==> config.mk <==
export PLATFORM = sky130hd
export DESIGN_NAME = media_container_sniffer_flat
export DESIGN_NICKNAME = d
export VERILOG_FILES = /design/src/rtl/core/mcs_pkg.sv /design/src/rtl/core/mcs_if.sv /design/src/rtl/core/mcs_classify.sv /design/src/rtl/core/media_container_sniffer.sv /design/src/flat_wrapper.sv
export SDC_FILE = /design/constraint.sdc
export NUM_CORES = 1
export LEC_CHECK = 0
export BUFFER_PORTS_ARGS = -buffer_cell sky130_fd_sc_hd__buf_2
export CAP_MARGIN = 20
export CORE_UTILIZATION = 45
export CTS_CLUSTER_SIZE = 20
export DETAILED_ROUTE_END_ITERATION = 6
export PLACE_DENSITY_LB_ADDON = 0.3
export SETUP_SLACK_MARGIN = 0.15
export SYNTH_ARGS = -nofsm -noshare
export SYNTH_HDL_FRONTEND = slang
export SYNTH_HIERARCHICAL = 1
export SYNTH_SLANG_ARGS = --single-unit
==> constraint.sdc <==
create_clock -name clk_i -period 5.45 [get_ports clk_i]
set_input_delay 1.09 -clock clk_i [delete_from_list [all_inputs] [get_ports clk_i]]
set_output_delay 1.09 -clock clk_i [all_outputs]
set_load 0.1 [all_outputs]
==> src/rtl/core/mcs_pkg.sv <==
// Shared types and constants of the media container sniffer.
// No dependencies; mcs_classify and media_container_sniffer import this package.
package mcs_pkg;

  localparam int unsigned HEAD_KEEP = 12;
  localparam int unsigned HEAD_IW   = 4;
  localparam int unsigned WIN_DEPTH = 3;

  localparam logic [7:0] SYNC_BYTE = 8'h47;

  localparam logic [31:0] EBML_MAGIC = 32'h1A45DFA3;
  localparam logic [31:0] TAG_FTYP   = "ftyp";
  localparam logic [31:0] TAG_RIFF   = "RIFF";
  localparam logic [31:0] TAG_AVI    = "AVI ";
  localparam logic [31:0] BRAND_QT   = "qt  ";
  localparam logic [31:0] BRAND_AVIF = "avif";
  localparam logic [31:0] BRAND_AVIS = "avis";
  localparam logic [31:0] BRAND_HEIC = "heic";
  localparam logic [31:0] BRAND_HEIX = "heix";
  localparam logic [31:0] BRAND_MIF1 = "mif1";
  localparam logic [31:0] BRAND_MSF1 = "msf1";

  localparam logic [7:0] CHR_W = "w";
  localparam logic [7:0] CHR_E = "e";
  localparam logic [7:0] CHR_B = "b";
  localparam logic [7:0] CHR_M = "m";

  typedef enum logic [2:0] {
    KIND_UNKNOWN   = 3'd0,
    KIND_MP4       = 3'd1,
    KIND_QUICKTIME = 3'd2,
    KIND_MATROSKA  = 3'd3,
    KIND_WEBM      = 3'd4,
    KIND_AVI       = 3'd5,
    KIND_MPEG_TS   = 3'd6
  } container_kind_e;

  // First bytes of the head, byte 0 at index 0.
  typedef logic [HEAD_KEEP-1:0][7:0] head_t;

  // Per-head evidence gathered while the bytes stream in.
  typedef struct packed {
    logic long_enough;
    logic webm_seen;
    logic ts_cadence;
  } evidence_t;

  // Four head bytes starting at a fixed offset, first byte in the top bits.
  function automatic logic [31:0] head_word(head_t head, int unsigned at);
    return {head[at], head[at+1], head[at+2], head[at+3]};
  endfunction

endpackage

==> src/rtl/core/mcs_if.sv <==
// Valid/ready channel interfaces of the media container sniffer.
// No dependencies; the payload widths match the fields used in mcs_pkg.
interface mcs_byte_if;
  logic       valid;
  logic       ready;
  logic [7:0] data_byte;
  logic       last_byte;

  modport source (output valid, output data_byte, output last_byte, input ready);
  modport sink (input valid, input data_byte, input last_byte, output ready);
endinterface

interface mcs_kind_if;
  logic       valid;
  logic       ready;
  logic [2:0] container_kind;

  modport source (output valid, output container_kind, input ready);
  modport sink (input valid, input container_kind, output ready);
endinterface

==> src/rtl/core/mcs_classify.sv <==
// Container decision from the stored head bytes and the gathered evidence.
// Purely combinational; depends on mcs_pkg.
module mcs_classify (
  input  mcs_pkg::head_t           head_i,
  input  mcs_pkg::evidence_t       evid_i,
  output mcs_pkg::container_kind_e kind_o
);
  import mcs_pkg::*;

  logic [31:0] brand;
  logic        is_iso;
  logic        still_image;
  logic        is_ebml;
  logic        is_avi;

  assign brand       = head_word(head_i, 8);
  assign is_iso      = head_word(head_i, 4) == TAG_FTYP;
  assign still_image = (brand == BRAND_AVIF) || (brand == BRAND_AVIS) ||
                       (brand == BRAND_HEIC) || (brand == BRAND_HEIX) ||
                       (brand == BRAND_MIF1) || (brand == BRAND_MSF1);
  assign is_ebml     = head_word(head_i, 0) == EBML_MAGIC;
  assign is_avi      = (head_word(head_i, 0) == TAG_RIFF) && (brand == TAG_AVI);

  // Priority order: ISO media, EBML, RIFF/AVI, transport stream cadence.
  // Still-image ISO brands fall through to the later checks.
  always_comb begin
    kind_o = KIND_UNKNOWN;
    if (!evid_i.long_enough) begin
      kind_o = KIND_UNKNOWN;
    end else if (is_iso && brand == BRAND_QT) begin
      kind_o = KIND_QUICKTIME;
    end else if (is_iso && !still_image) begin
      kind_o = KIND_MP4;
    end else if (is_ebml) begin
      kind_o = evid_i.webm_seen ? KIND_WEBM : KIND_MATROSKA;
    end else if (is_avi) begin
      kind_o = KIND_AVI;
    end else if (evid_i.ts_cadence) begin
      kind_o = KIND_MPEG_TS;
    end
  end

endmodule

==> src/rtl/core/media_container_sniffer.sv <==
// Media container sniffer: classifies a file head streamed one word per cycle.
// The result register loads when the update stage takes the final word.
// Throughput: one word per cycle; a final word waits on an untaken result.
// Reset (rst_ni low, asynchronous) empties both stages and clears the state.
// After each final word the per-head state returns to its reset value.
// Depends on mcs_pkg, mcs_if.sv and mcs_classify.
module media_container_sniffer #(
  parameter int unsigned SEARCH_LIMIT  = 256,
  parameter int unsigned PACKET_LENGTH = 188
) (
  input  logic              clk_i,
  input  logic              rst_ni,
  mcs_byte_if.sink          byte_i,
  mcs_kind_if.source        kind_o
);
  import mcs_pkg::*;

  localparam int unsigned POS_W   = $clog2(SEARCH_LIMIT + 1);
  localparam int unsigned PHASE_W = $clog2(PACKET_LENGTH);

  // Input register: the accepted word waits here for the update stage.
  logic       in_valid_q;
  logic [7:0] in_byte_q;
  logic       in_last_q;

  // Per-head state.
  logic [POS_W-1:0]               pos_q, pos_d;
  logic [WIN_DEPTH-1:0][7:0]      win_q, win_d;
  head_t                          head_q, head_d;
  logic                           webm_q, webm_d;
  logic [PHASE_W-1:0]             phase_q, phase_d;
  logic                           intact_q, intact_d;
  logic [1:0]                     rep_q, rep_d;

  // Result register.
  logic            out_valid_q;
  container_kind_e kind_q;

  logic            step;
  logic            in_search;
  logic            webm_hit;
  evidence_t       evid;
  container_kind_e kind_new;

  // The update stage advances unless it holds a final word and the result
  // register is still occupied by an untaken result. Words that are not
  // final never wait for the output side.
  assign step = in_valid_q && (!in_last_q || !out_valid_q || kind_o.ready);
  assign byte_i.ready = !in_valid_q || step;

  always_ff @(posedge clk_i or negedge rst_ni) begin
    if (!rst_ni) begin
      in_valid_q <= 1'b0;
      in_last_q  <= 1'b0;
    end else if (byte_i.ready) begin
      in_valid_q <= byte_i.valid;
      in_last_q  <= byte_i.last_byte;
    end
  end

  always_ff @(posedge clk_i) begin
    if (byte_i.ready && byte_i.valid) begin
      in_byte_q <= byte_i.data_byte;
    end
  end

  // Next state for one word. The decision looks at the state as it stands
  // after the final word has been folded in.
  assign in_search = pos_q < POS_W'(SEARCH_LIMIT);
  assign webm_hit  = in_search && (pos_q >= POS_W'(3)) &&
                     in_byte_q == CHR_M && win_q[0] == CHR_B &&
                     win_q[1] == CHR_E && win_q[2] == CHR_W;

  always_comb begin
    head_d = head_q;
    if (pos_q < POS_W'(HEAD_KEEP)) begin
      head_d[pos_q[HEAD_IW-1:0]] = in_byte_q;
    end

    webm_d = webm_q || webm_hit;
    pos_d  = in_search ? pos_q + POS_W'(1) : pos_q;

    // Sync bytes are checked at every packet boundary, the first one included;
    // only those after byte zero count toward the repeat total.
    intact_d = intact_q;
    rep_d    = rep_q;
    if (phase_q == '0) begin
      if (in_byte_q != SYNC_BYTE) begin
        intact_d = 1'b0;
      end else if (pos_q != '0 && rep_q < 2'd2) begin
        rep_d = rep_q + 2'd1;
      end
    end
    phase_d = (phase_q == PHASE_W'(PACKET_LENGTH - 1)) ? '0 : phase_q + PHASE_W'(1);

    win_d[0] = in_byte_q;
    for (int k = 1; k < WIN_DEPTH; k++) begin
      win_d[k] = win_q[k-1];
    end
  end

  assign evid.long_enough = pos_d >= POS_W'(HEAD_KEEP);
  assign evid.webm_seen   = webm_d;
  assign evid.ts_cadence  = intact_d && (rep_d == 2'd2);

  mcs_classify u_classify (
    .head_i (head_d),
    .evid_i (evid),
    .kind_o (kind_new)
  );

  always_ff @(posedge clk_i or negedge rst_ni) begin
    if (!rst_ni) begin
      pos_q    <= '0;
      win_q    <= '0;
      head_q   <= '0;
      webm_q   <= 1'b0;
      phase_q  <= '0;
      intact_q <= 1'b1;
      rep_q    <= 2'd0;
    end else if (step) begin
      if (in_last_q) begin
        // A finished head leaves the block ready for the next one.
        pos_q    <= '0;
        win_q    <= '0;
        head_q   <= '0;
        webm_q   <= 1'b0;
        phase_q  <= '0;
        intact_q <= 1'b1;
        rep_q    <= 2'd0;
      end else begin
        pos_q    <= pos_d;
        win_q    <= win_d;
        head_q   <= head_d;
        webm_q   <= webm_d;
        phase_q  <= phase_d;
        intact_q <= intact_d;
        rep_q    <= rep_d;
      end
    end
  end

  always_ff @(posedge clk_i or negedge rst_ni) begin
    if (!rst_ni) begin
      out_valid_q <= 1'b0;
    end else if (step && in_last_q) begin
      out_valid_q <= 1'b1;
    end else if (kind_o.ready) begin
      out_valid_q <= 1'b0;
    end
  end

  always_ff @(posedge clk_i) begin
    if (step && in_last_q) begin
      kind_q <= kind_new;
    end
  end

  assign kind_o.valid          = out_valid_q;
  assign kind_o.container_kind = kind_q;

  // A final word always produces a result in the next cycle.
  a_last_gives_result: assert property (@(posedge clk_i) disable iff (!rst_ni)
    step && in_last_q |=> out_valid_q)
    else $error("final word did not load the result register");

  // After a final word the per-head state starts over.
  a_state_restarts: assert property (@(posedge clk_i) disable iff (!rst_ni)
    step && in_last_q |=> pos_q == '0 && intact_q && rep_q == 2'd0 && !webm_q)
    else $error("per-head state not cleared after final word");

  // The sync repeat count saturates at two.
  a_rep_saturates: assert property (@(posedge clk_i) disable iff (!rst_ni)
    rep_q != 2'd3)
    else $error("sync repeat count overflowed");

  // A word held back in the input register stays put until it advances.
  a_input_held: assert property (@(posedge clk_i) disable iff (!rst_ni)
    in_valid_q && !step |=> in_valid_q && $stable(in_byte_q) && $stable(in_last_q))
    else $error("stalled input word was lost or changed");

endmodule
==> src/flat_wrapper.sv <==
// flat-port wrapper written by rule: the top's interface ports become plain ports
module media_container_sniffer_flat import mcs_pkg::*;
#(
  parameter int unsigned SEARCH_LIMIT  = 256,
  parameter int unsigned PACKET_LENGTH = 188
)
  (clk_i, rst_ni, byte_i_valid, byte_i_data_byte, byte_i_last_byte, byte_i_ready, kind_o_valid, kind_o_container_kind, kind_o_ready);
  mcs_byte_if byte_i_i ();
  mcs_kind_if kind_o_i ();
  input  logic clk_i;
  input  logic rst_ni;
  input wire logic [$bits(byte_i_i.valid)-1:0] byte_i_valid;
  input wire logic [$bits(byte_i_i.data_byte)-1:0] byte_i_data_byte;
  input wire logic [$bits(byte_i_i.last_byte)-1:0] byte_i_last_byte;
  output wire logic [$bits(byte_i_i.ready)-1:0] byte_i_ready;
  output wire logic [$bits(kind_o_i.valid)-1:0] kind_o_valid;
  output wire logic [$bits(kind_o_i.container_kind)-1:0] kind_o_container_kind;
  input wire logic [$bits(kind_o_i.ready)-1:0] kind_o_ready;
  assign byte_i_i.valid = byte_i_valid;
  assign byte_i_i.data_byte = byte_i_data_byte;
  assign byte_i_i.last_byte = byte_i_last_byte;
  assign byte_i_ready = byte_i_i.ready;
  assign kind_o_valid = kind_o_i.valid;
  assign kind_o_container_kind = kind_o_i.container_kind;
  assign kind_o_i.ready = kind_o_ready;
  media_container_sniffer #(.SEARCH_LIMIT(SEARCH_LIMIT), .PACKET_LENGTH(PACKET_LENGTH)) u_core (.clk_i(clk_i), .rst_ni(rst_ni), .byte_i(byte_i_i), .kind_o(kind_o_i));
endmodule
* Yosys cells after proc, flatten, opt, wreduce, memory -nomap -nowiden
Cells that the tools add are included.
Cells by class: muxes and demuxes 26, order comparisons 7, $add $sub $neg 3, equal/unequal tests 18, reduce and logical (&&, ||, !) cells 32, bitwise operators 1
Operator list (count):
- $eq 32x31->1 const B | 10
- $mux 96 | 2
- $bwmux 96 | 1
- $demux 8 s4 | 1
- $eq 32x29->1 const B | 1
- $eq 8x7->1 const B | 4
- $mux 24 | 1
- $mux 8 | 3
- $mux 9 | 2
- $logic_and 1x1->1 | 14
- $mux 2 | 6
- $mux 3 | 4
- $add 9x1->9 const B | 1
- $ge 9x2->1 const B | 1
- $ge 9x4->1 const B | 1
- $logic_or 1x1->1 | 9
- $lt 9x4->1 const B | 1
- $lt 9x9->1 const B | 1
- $reduce_bool 9->1 | 1
- $add 8x1->8 const B | 1
- $eq 8x8->1 const B | 1
- $logic_not 8->1 | 1
- $ne 8x7->1 const B | 1
- $mux 1 | 6
- other kinds (10) | 13
Storage, ports and cells: output and inout bits 5, register bits 155, logic and storage cells 114

* Longest topological paths before layout
depth in word-level cells 16, depth in mapped cells 14, depth with buffers taken out 12

* Cells and area by module
The synthesis kept the hierarchy.
Modules (own cells, without submodules):
- media_container_sniffer | cells each 898, area an instance 8804.7 um^2, sequential area each 3935.0 um^2, instances 1
- mcs_classify | cells each 88, area an instance 663.1 um^2, sequential area each 0.0 um^2, instances 1

* Least setup slack after synthesis
OpenSTA, ideal clock, no wires.
path type register to register, from reg u_core.pos_q[0], to reg u_core.kind_q[1], in the netlist u_core/kind_o.container_kind[1] (data pin), clock period less this slack 3476 ps, arrival 3208 ps, setup time 268 ps, path slack 1974 ps, cell stages (with the launch flop) 15, path buffers 2, cells stage by stage dfrtp_1 > inv_1 > ha_1 > or4b_1 > or2_1 > clkbuf_2 > buf_6 > nand2_1 > nand2_1 > nor4bb_1 > nand4_1 > or4b_4 > and2_1 > o31ai_1 > a21boi_0
RTL lines:
- from (decl) | RTL line media_container_sniffer.sv:27 | logic [POS_W-1:0] pos_q, pos_d;
- from (signal assigned) | RTL line media_container_sniffer.sv:132 | pos_q <= pos_d;
- to (signal assigned) | RTL line media_container_sniffer.sv:155 | kind_q <= kind_new;
- to (decl) | RTL line media_container_sniffer.sv:37 | container_kind_e kind_q;

==> run_results.csv <==
group,metric,value,unit
power_and_ir_drop,p_int,0.00276,W
yosys,synth-main-ff-cell,"dfrtp_1",
place,place_congestion,0.840,
power_and_ir_drop,p_leak,4.34,nW
sta,layout_min_cycle_time,3.94,ns
place,hpwl,14500,um
yosys,synth.area.mux_share,0.133,
clock_tree,postCtsHoldBufs,0,
yosys,yosys_warnings,6,
final_layout,final_util,0.499,
setup_path,crit_chain,"ha_1 -> nor4bb_1 -> nand2_2 -> mux2_2 -> nor4b_1 -> nand3_1 -> nor3_1 -> nand2_1 -> a21o_1 -> a2111oi_2",
setup_path,crit_type,"register to register",
yosys,synth_seq_cells,155,
clock_tree,cts_root_buffer,"clkbuf_16",
final_layout,final_common_cell,"nand2_1",
final_layout,antennaDiodeCount,0,
yosys,synth_xor_area_frac,0.00278,
global_route,grt_max_degree,111,
floorplan,start_util,0.463,
setup_path,reg2regPathDepth,10,
hold_path,whs_path_depth,2,
global_route,groute.usage.overall,0.222,
global_route,first_global_vias,7048,
setup_path,cp.required,5.67,ns
hold_path,worstHoldPathType,"register to register",
drt,viasPerCell,6.01,
floorplan,die_w,147,um
clock_tree,post_cts_buffers,0,
yosys,synth-edff-count,11,
drt,drt_first_pass_iters,5,
power_and_ir_drop,pwr_density_cell,414,nW/um^2
setup_path,crit_fanout,16,
yosys,synth_top_family_by_area,"simple AND/OR/NAND/NOR gates",
sta,fin_tns_setup,0,ns
drt,drtIter0Drc,690,
floorplan,core,20400,um^2
sta,skew,0.0109,ns
drt,antenna_left,0,
clock_tree,cts_buffers,17,
yosys,syn_area,9470,um^2
power_and_ir_drop,clockPowerShare,0.271,
drt,wirelength,23300,um
drt,vias,7444,
sta,finalCritPeriodShare,0.722,
sta,finalSetupViolations,0,
yosys,ys_seq_area_frac,0.416,
final_layout,final_nets,976,
power_and_ir_drop,vdd_ir_drop_max,245,uV
drt,wire_per_inst,18.8,um
power_and_ir_drop,seqPwrFrac,0.417,
power_and_ir_drop,swShare,0.345,
clock_tree,cts_buffer_depth,2,
clock_tree,cts_tree,"yes",
yosys,synth_cells,986,
final_layout,most-common-layout-cells,"nand2_1, dfrtp_1, o21ai_0",
yosys,synthDistinctLibCells,75,
floorplan,fp.dieH,147,um
yosys,yosys.area.top_type_share,0.378,
power_and_ir_drop,switchingPower,0.00146,W
yosys,synthArstFlopShare,0.929,
sta,rsz0062_at_grt,"false",
setup_path,cp_slowest_cell,"nor4bb_1",
setup_path,max_stage_delay,0.50,ns
floorplan,dieArea,21600,um^2
yosys,synth.largest_area_cell,"dfrtp_1",
yosys,synth_nets,1005,
sta,worst_slew_pin_slew,1.07,ns
clock_tree,htreeDepth,4,
yosys,synth-simple-area-share,0.242,
clock_tree,ctsResizeCount,0,
sta,fmax,254,MHz
sta,hold_viol,0,
yosys,synth-compound-area-share,0.149,
yosys,yosys-top-cells-area,"dfrtp_1, mux2_2, nand2_1, a22oi_1, o21ai_0",
final_layout,drive_above_1_share,0.195,
job,cap_violations,0,
setup_path,arrival,4.15,ns
place,io_buffers,17,
setup_path,cp-start-kind,"register",
global_route,antenna_found_initial,0,
outcome,status,"complete, no violations",
yosys,syn-mean-instance-area,9.60,um^2
clock_tree,worstSkewPairLatency,0.43,ns
power_and_ir_drop,combPwrFrac,0.313,
floorplan,io_pins,18,
yosys,synth_fa_ha_area_frac,0.00793,
final_layout,fillerInstances,1906,
setup_path,reg2reg_slack,1.51,ns
setup_path,crit_path_end_kind,"register",
final_layout,area_delta_synth_final,7.59,%
global_route,grt_overflow,0,
global_route,grt_pass1_wl,38100,um
sta,maxSlewViolCount,0,
drt,drcViolationCount,0,
clock_tree,cts.sinks,155,
sta,slew_headroom,0.289,
clock_tree,clk_pin_slew,0.06,ns
floorplan,rows,52,
-- final timing paths --
check / from / endpoint
setup / recovery: u_core/pos_q[0] / u_core/kind_o.container_kind[2]
hold / removal: u_core/win_q[19] / u_core/win_q[19]
setup reg to reg: u_core/pos_q[0] / u_core/kind_o.container_kind[2]
hold reg to reg: u_core/win_q[19] / u_core/win_q[19]
max in group asynchronous: rst_ni / u_core/intact_q
min in group asynchronous: rst_ni / u_core/head_q[22]
-- synthesized netlist by cell type, types with 15 or more instances --
master / instances
a22oi_1: 73
o21ai_0: 104
a21oi_1: 15
nand3_1: 34
nor2_1: 16
mux2i_1: 25
dfrtp_1: 143
nor3_1: 16
mux2_2: 87
nand2_1: 188
clkbuf_1: 53
-- stage by stage --
stage / setup WS [ns] / instances / area (um^2) / total power (W) / hold slack, ns
2_1_floorplan: 1.97 / 986 / 9470 / 0.00279 / 0.430
3_3_place_gp: 1.64 / 1208 / 9630 / 0.00305 / 0.447
3_5_place_dp: 1.57 / 1208 / 9630 / 0.00308 / 0.459
4_1_cts: 1.56 / 1238 / 10200 / 0.00423 / 0.473
5_1_grt: 1.22 / 1238 / 10200 / 0.00449 / 0.505
6_report: 1.51 / 1238 / 10200 / 0.00421 / 0.463
-- critical path, delay by kind of cell (launching register included) --
kind,cells,cell delay (ns)
compound gates,2,0.60
fa+ha+maj,1,0.47
flops,1,0.48
mux,1,0.42
simple gates,6,1.73
-- routing by layer --
layer	routed length (um)	track usage
met5	0	0
met4	442	0.0675
met3	1000	0.0410
met2	10600	0.335
met1	11300	0.323
-- state kept, by name, indices dropped and copies added, names as in the netlist --
name	cells
u_core/intact_q	1
u_core/win_q	8
u_core/kind_o.container_kind	3
u_core/in_byte_q	8
u_core/kind_o.valid	1
u_core/pos_q	9
u_core/webm_q	1
u_core/phase_q	8
u_core/win_d	16
u_core/rep_q	2
u_core/in_last_q	1
u_core/head_q	96
u_core/in_valid_q	1
-- layout make-up --
class / instances / area [um^2] / share of cell area
inverters: 14 / 52.6 / 0.00516
well taps: 270 / 338 / 0.0332
clock inverters: 10 / 91.3 / 0.00897
clock buffers: 20 / 468 / 0.0459
flip-flops and latches: 155 / 3940 / 0.386
multi-input cells: 737 / 5080 / 0.499
repair buffers: 32 / 216 / 0.0213
-- power by group through the flow --
stage / Clock [W] / Sequential, W / Combinational, W
2_1_floorplan: 0 / 0.00167 / 0.00112
3_3_place_gp: 0 / 0.00176 / 0.00129
3_5_place_dp: 0 / 0.00176 / 0.00132
4_1_cts: 0.00116 / 0.00175 / 0.00132
5_1_grt: 0.00121 / 0.00180 / 0.00148
6_report: 0.00114 / 0.00176 / 0.00132
-- logic make-up (layout without fill, tap and decap cells) --
group	after synthesis	in the layout
and+or+nand+nor	391	391
xor gates and xnor gates	3	3
DFF	155	155
buffers and inverters	94	76
AOI/OAI and AO/OA	223	223
adders and majority gates	6	6
muxes	114	114
Note: power is estimated with default switching activity, not from simulation.
